--- config.mk ---
export PLATFORM = sky130hd
export DESIGN_NAME = epc_cordic_cell
export DESIGN_NICKNAME = d
export VERILOG_FILES = /design/src/sv/equatorial_pointing_correction_defines.svh /design/src/sv/epc_pkg.sv /design/src/sv/epc_cordic_cell.sv
export SDC_FILE = /design/constraint.sdc
export NUM_CORES = 1
export LEC_CHECK = 0
export BUFFER_PORTS_ARGS = -buffer_cell sky130_fd_sc_hd__buf_2
export CAP_MARGIN = 20
export CORE_ASPECT_RATIO = 0.9
export CORE_UTILIZATION = 33
export CTS_CLUSTER_DIAMETER = 80
export CTS_CLUSTER_SIZE = 20
export DETAILED_ROUTE_END_ITERATION = 16
export HOLD_SLACK_MARGIN = 0.12
export MAX_ROUTING_LAYER = met4
export PLACE_DENSITY_LB_ADDON = 0.12
export REMOVE_ABC_BUFFERS = 1
export SKIP_LAST_GASP = 1
export SYNTH_ARGS = -nofsm -noshare
export SYNTH_HDL_FRONTEND = slang
export SYNTH_SLANG_ARGS = --single-unit
--- constraint.sdc ---
create_clock -name aclk -period 7.7 [get_ports aclk]
set_input_delay 0.77 -clock aclk [delete_from_list [all_inputs] [get_ports aclk]]
set_output_delay 0.77 -clock aclk [all_outputs]
set_load 0.01 [all_outputs]
--- src/sv/equatorial_pointing_correction_defines.svh ---
// assertion macros for the equatorial pointing correction block
// no dependencies; included by files that carry concurrent checks
`ifndef EQUATORIAL_POINTING_CORRECTION_DEFINES_SVH
`define EQUATORIAL_POINTING_CORRECTION_DEFINES_SVH
`ifndef SYNTHESIS
// check sampled on aclk, off while reset is asserted
`define EPC_ASSERT(lbl, prop) \
    lbl: assert property (@(posedge aclk) disable iff (!aresetn) prop) \
        else $error("epc check failed");
// check sampled on aclk, also active during reset
`define EPC_ASSERT_ALWAYS(lbl, prop) \
    lbl: assert property (@(posedge aclk) prop) \
        else $error("epc check failed");
`else
`define EPC_ASSERT(lbl, prop)
`define EPC_ASSERT_ALWAYS(lbl, prop)
`endif
`endif

--- src/sv/epc_pkg.sv ---
// shared types, constants and arithmetic helpers of the pointing correction block
// no dependencies; used by all modules of the block
package epc_pkg;

    localparam int ANGLE_WIDTH_DEF   = 32;
    localparam int COEF_WIDTH_DEF    = 32;
    localparam int CORDIC_STAGES_DEF = 30;

    localparam int ROT_W   = 34;
    localparam int QUOT_W  = 31;
    // holds the divisor shifted up by the top quotient bit
    localparam int REM_W   = 62;

    localparam logic signed [ROT_W-1:0] CORDIC_GAIN = 34'sd652032874;
    localparam logic signed [63:0]      INV_PI_Q32  = 64'sd1367130551;
    localparam logic [QUOT_W-1:0]       COS_MIN     = 31'd16777216;
    localparam logic signed [31:0]      TRIG_SAT    = 32'sd1073741824;

    typedef enum logic [2:0] {
        CFG_INDEX_OFFSETS  = 3'd0,
        CFG_POLAR_AXIS     = 3'd1,
        CFG_FLEXURE        = 3'd2,
        CFG_COLLIMATION    = 3'd3,
        CFG_FORK_FLEXURE   = 3'd4,
        CFG_SITE_LATITUDE  = 3'd5
    } cfg_index_t;

    typedef struct packed {
        logic               mode;
        logic [31:0]        right_ascension;
        logic signed [31:0] declination;
    } in_t;

    typedef struct packed {
        logic [31:0]        corrected_ra;
        logic signed [31:0] corrected_dec;
        logic               pole_saturated;
    } out_t;

    // one rotator of the cordic row
    typedef struct packed {
        logic signed [ROT_W-1:0] x;
        logic signed [ROT_W-1:0] y;
        logic signed [ROT_W-1:0] z;
        logic                    flip;
    } rot_t;

    // everything that travels down the cordic row
    typedef struct packed {
        rot_t               h;
        rot_t               d;
        rot_t               p;
        logic               mode;
        logic [31:0]        ra;
        logic signed [31:0] dec;
    } crow_t;

    // side data that rides along the divider row
    typedef struct packed {
        logic               mode;
        logic [31:0]        ra;
        logic signed [31:0] dec;
        logic signed [31:0] ch;
        logic signed [31:0] sh;
        logic signed [31:0] cd;
        logic signed [31:0] sd;
        logic signed [31:0] cp;
        logic signed [31:0] sp;
        logic               sat;
        logic               sec_neg;
        logic               tn_neg;
    } dside_t;

    typedef struct packed {
        logic [REM_W-1:0]  rem_s;
        logic [REM_W-1:0]  rem_t;
        logic [QUOT_W-1:0] den;
        logic [QUOT_W-1:0] q_s;
        logic [QUOT_W-1:0] q_t;
        dside_t            side;
    } drow_t;

    // arctangent of 2^-i in turn units
    function automatic logic [31:0] atan_turn(input int unsigned idx);
        logic [31:0] v;
        case (idx)
            0:  v = 32'h20000000;
            1:  v = 32'h12E4051E;
            2:  v = 32'h09FB385B;
            3:  v = 32'h051111D4;
            4:  v = 32'h028B0D43;
            5:  v = 32'h0145D7E1;
            6:  v = 32'h00A2F61E;
            7:  v = 32'h00517C55;
            8:  v = 32'h0028BE53;
            9:  v = 32'h00145F2F;
            10: v = 32'h000A2F98;
            11: v = 32'h000517CC;
            12: v = 32'h00028BE6;
            13: v = 32'h000145F3;
            14: v = 32'h0000A2FA;
            15: v = 32'h0000517D;
            16: v = 32'h000028BE;
            17: v = 32'h0000145F;
            18: v = 32'h00000A30;
            19: v = 32'h00000518;
            20: v = 32'h0000028C;
            21: v = 32'h00000146;
            22: v = 32'h000000A3;
            23: v = 32'h00000051;
            24: v = 32'h00000029;
            25: v = 32'h00000014;
            26: v = 32'h0000000A;
            27: v = 32'h00000005;
            28: v = 32'h00000003;
            29: v = 32'h00000001;
            30: v = 32'h00000001;
            default: v = 32'h00000000;
        endcase
        return v;
    endfunction

    // product rounded half up, then floor shift
    function automatic logic signed [63:0] mul_rnd(input logic signed [63:0] a,
                                                   input logic signed [63:0] b,
                                                   input int unsigned s);
        logic signed [63:0] p;
        p = a * b;
        return (p + (64'sd1 <<< (s - 1))) >>> s;
    endfunction

    // coefficient field to turn units
    function automatic logic signed [31:0] coef_turn(input logic [31:0] half,
                                                     input int unsigned cw);
        logic signed [31:0] c;
        logic signed [63:0] p;
        c = $signed(half << (32 - cw));
        p = 64'(c) * INV_PI_Q32;
        return 32'((p + (64'sd1 <<< 31)) >>> 32);
    endfunction

endpackage

--- src/sv/epc_cordic_cell.sv ---
// one rotation step for the hour, declination and latitude angles
// depends on epc_pkg
module epc_cordic_cell #(
    parameter int STAGE = 0
) (
    input  logic          aclk,
    input  logic          aresetn,
    input  logic          en,
    input  logic          in_valid,
    input  epc_pkg::crow_t in_row,
    output logic          out_valid,
    output epc_pkg::crow_t out_row
);

    localparam logic signed [epc_pkg::ROT_W-1:0] ATAN =
        $signed({2'b00, epc_pkg::atan_turn(STAGE)});

    logic           valid_reg;
    epc_pkg::crow_t row_reg;
    epc_pkg::crow_t row_next;

    function automatic epc_pkg::rot_t step(input epc_pkg::rot_t r);
        epc_pkg::rot_t o;
        o = r;
        if (r.z >= 0) begin
            o.x = r.x - (r.y >>> STAGE);
            o.y = r.y + (r.x >>> STAGE);
            o.z = r.z - ATAN;
        end else begin
            o.x = r.x + (r.y >>> STAGE);
            o.y = r.y - (r.x >>> STAGE);
            o.z = r.z + ATAN;
        end
        return o;
    endfunction

    // rotate all three vectors
    always_comb begin
        row_next   = in_row;
        row_next.h = step(in_row.h);
        row_next.d = step(in_row.d);
        row_next.p = step(in_row.p);
    end

    always_ff @(posedge aclk) begin
        if (!aresetn) begin
            valid_reg <= 1'b0;
        end else if (en) begin
            valid_reg <= in_valid;
        end
    end

    always_ff @(posedge aclk) begin
        if (en) begin
            row_reg <= row_next;
        end
    end

    assign out_valid = valid_reg;
    assign out_row   = row_reg;

endmodule

==> flow_metrics.env <==
export IMPL_track_usage_pct=24.4
export IMPL_hold_viol=0
export IMPL_die_h_um=282
export IMPL_fp_dieW_um=313
export IMPL_postRouteAntennaNets=0
export IMPL_pwr_share_seq_pct=40.3
export IMPL_max_clock_freq_ghz=0.196
export IMPL_switching_power_mw=2.38
export IMPL_synth_edf_count=371
export IMPL_clk_pin_slew_ns=0.08
export IMPL_ys_types=89
export IMPL_portBuffers=752
export IMPL_p_comb_share_pct=32.7
export IMPL_clock_sinks=372
export IMPL_first_pass_iters=6
export IMPL_area_growth_pct=20.9
export IMPL_vdd_drop_max_uv=167
export IMPL_yosysTopAreaCellShare_pct=38.7
export IMPL_cts_root_buf="clkbuf_16"
export IMPL_post_cts_setup_buffers=0
export IMPL_yosys_area_top_type="edfxtp_1"
export IMPL_core_rowCount=102
export IMPL_cts_resized=0
export IMPL_clock_latency_ns=0.57
export IMPL_cts_hold_buf=0
export IMPL_worst_path_max_fanout=58
export IMPL_final_util_pct=40.4
export IMPL_grt_first_pass_wirelength_mm=158
export IMPL_p_per_area_nw_per_um2=191
export IMPL_intPower_mw=4.27
export IMPL_start_util_pct=33.4
export IMPL_synthCells=3078
export IMPL_cp_required_ns=8.04
export IMPL_max_cap_violations=0
export IMPL_ys_async_sr_fraction_pct=0
export IMPL_drive_gt1_share_pct=23.2
export IMPL_gp_congestion=0.934
export IMPL_layout_nets=4453
export IMPL_grt_pass1_vias=24500
export IMPL_skew_ns=0
export IMPL_cts_buffers=34
export IMPL_htree_levels=2
export IMPL_critical_path_class="input pin to flip-flop"
export IMPL_tns_ns=0
export IMPL_vias=26000
export IMPL_routedWlPerCell_um=22.4
export IMPL_avgSynthCellArea_um2=9.34
export IMPL_coreArea_um2=86100
export IMPL_grt_ovfl_total=0
export IMPL_dpl_cell_area_um2=33600
export IMPL_grt_start_max_net_pins=141
export IMPL_dp_hpwl_mm=89.7
export IMPL_ios=753
export IMPL_report_final_setup_viol=0
export IMPL_synth_area_leaders="edfxtp_1 39%, ha_1 14%, a21oi_1 6.7%, xnor2_1 5.4%, inv_1 4.0%"
export IMPL_ys_dominant_reg_cell="edfxtp_1"
export IMPL_antenna_found_initial=19
export IMPL_layout_min_cycle_time_ns=5.11
export IMPL_die_area_um2=88300
export IMPL_drc=0
export IMPL_crit_path_start_kind="input pin"
export IMPL_crit_arrival_ns=5.45
export IMPL_slew_viol_final=0
export IMPL_drt_iter0_drc=2393
export IMPL_worst_path_largest_cell_delay_ns=0.68
export IMPL_tightestPinTransition_ns=1.15
export IMPL_clk_path_buf_depth=3
export IMPL_status="finished clean"
export IMPL_crit_slowest_cell="nor4b_1"
export IMPL_yosysWarnings=0
export IMPL_tritoncts="yes"
export IMPL_final_cell_area_um2=34800
export IMPL_synth_seq_cells=372
export IMPL_leakage_nw=15.5
export IMPL_power_total_mw=6.66
export IMPL_hold_class="input pin to flip-flop"
export IMPL_end_kind="flip-flop"
export IMPL_yosysSeqAreaShare_pct=38.8
export IMPL_clkPwrFrac_pct=27.0
export IMPL_cp_cell_sequence="buf_2 -> inv_1 -> ha_1 -> nor4b_1 -> nand4_1 -> nor4_1 -> buf_2 -> and4_1 -> nor2_4 -> buf_4 -> inv_2 -> buf_4 -> o21ai_0 -> o31ai_1 -> a41oi_1 -> xor2_1"
export IMPL_grt_setup_unrepaired="no"
export IMPL_syn_area_um2=28800
export IMPL_fillCellCount=8831
export IMPL_mostFrequentLayoutCells="753 x buf_2, 384 x a21oi_1, 371 x edfxtp_1"
export IMPL_switching_share_pct=35.8
export IMPL_fin_crit_sh_pct=66.4
export IMPL_drt_wl_total_mm=110
export IMPL_avgViaCountPerCell=5.28
export IMPL_max_slew_margin_rel_pct=22.3
export IMPL_layout_commonest_cell="buf_2"
[final timing paths]
kind                   start      endpoint  slack, ns  depth (start not counted)
setup / recovery  in_row[99]  out_row[132]       2.59                         16
setup reg to reg   out_valid     out_valid       7.09                          2
hold reg to reg    out_valid     out_valid       0.53                          2
hold / removal    in_row[56]   out_row[56]       0.34                          1
[layer usage]
layer	GRT usage (%)	routed length, um	vias up
met5	-	0	-
met4	4.97	1940	0
met3	3.87	7640	105
met2	38.4	51400	981
met1	32.9	49300	12500
li1	-	-	12400
[synth_stat cells, drive strengths merged (7+ instances only)]
cell     count
a21oi      385
edfxtp     371
inv        319
ha         312
nor2       275
o21ai      201
xnor2      178
nand2      133
clkbuf      90
a21o        84
o21bai      72
mux2i       60
nor3        48
buf         40
nand2b      37
nor4        36
nand3       28
a31oi       27
nand4       27
nor2b       26
xor2        25
o211ai      24
o31ai       24
o21a        23
a211oi      22
or3         16
and3        12
fa          12
or2         11
o221ai      10
a21boi       9
o311ai       9
o2111ai      8
a2111oi      7
a211o        7
a221oi       7
o22ai        7
o31a         7
or4          7
[layout make-up]
| class | count | area, um2 | area share (%) |
|---|---|---|---|
| sequential | 372 | 11200 | 32.1 |
| clock buffer | 36 | 858 | 2.47 |
| multi-input combinational | 2255 | 15900 | 45.8 |
| inverter | 321 | 1200 | 3.47 |
| clock inverter | 23 | 265 | 0.763 |
| timing repair buffer | 767 | 3910 | 11.2 |
| antenna | 10 | 25.0 | 0.0720 |
| tap | 1144 | 1430 | 4.12 |
[per-stage QoR]
step,cells,worst slack (ns),hold slack (ns)
6_report,4928,2.59,0.341
5_1_grt,4928,2.32,0.301
4_1_cts,4917,2.13,0.285
3_5_place_dp,4858,1.50,0.512
3_3_place_gp,4857,1.52,0.513
2_1_floorplan,2948,1.14,0.538
[power groups by stage]
| stage | combinational [mW] | sequential (mW) | clock, mW |
|---|---|---|---|
| 4_1_cts | 2.17 | 2.69 | 1.87 |
| 2_1_floorplan | 1.11 | 2.83 | 0 |
| 3_3_place_gp | 2.17 | 2.73 | 0 |
| 6_report | 2.18 | 2.68 | 1.80 |
| 3_5_place_dp | 2.16 | 2.73 | 0 |
| 5_1_grt | 2.36 | 2.70 | 1.92 |
[worst max-delay path, delay by kind of cell]
kind	cells	cell delay [ns]
buffers and inverters	6	1.79
and+or+nand+nor	5	1.79
xor gates and xnor gates	1	0.19
AOI/OAI and AO/OA	3	0.41
adders and majority gates	1	0.42
[cells by family after synthesis]
group           after synthesis  share of synthesized area [%]
compound gates              988                           21.4
simple gates                679                           11.1
mux                          61                           2.13
buf+inv                     451                           6.02
xor+xnor                    203                           6.18
flops                       372                           38.8
fa+ha+maj                   324                           14.4
[state kept, by name, indices dropped and copies added (netlist names)]
signal,flops
out_row,371
out_valid,1
Power figures use the tool's default switching activity.
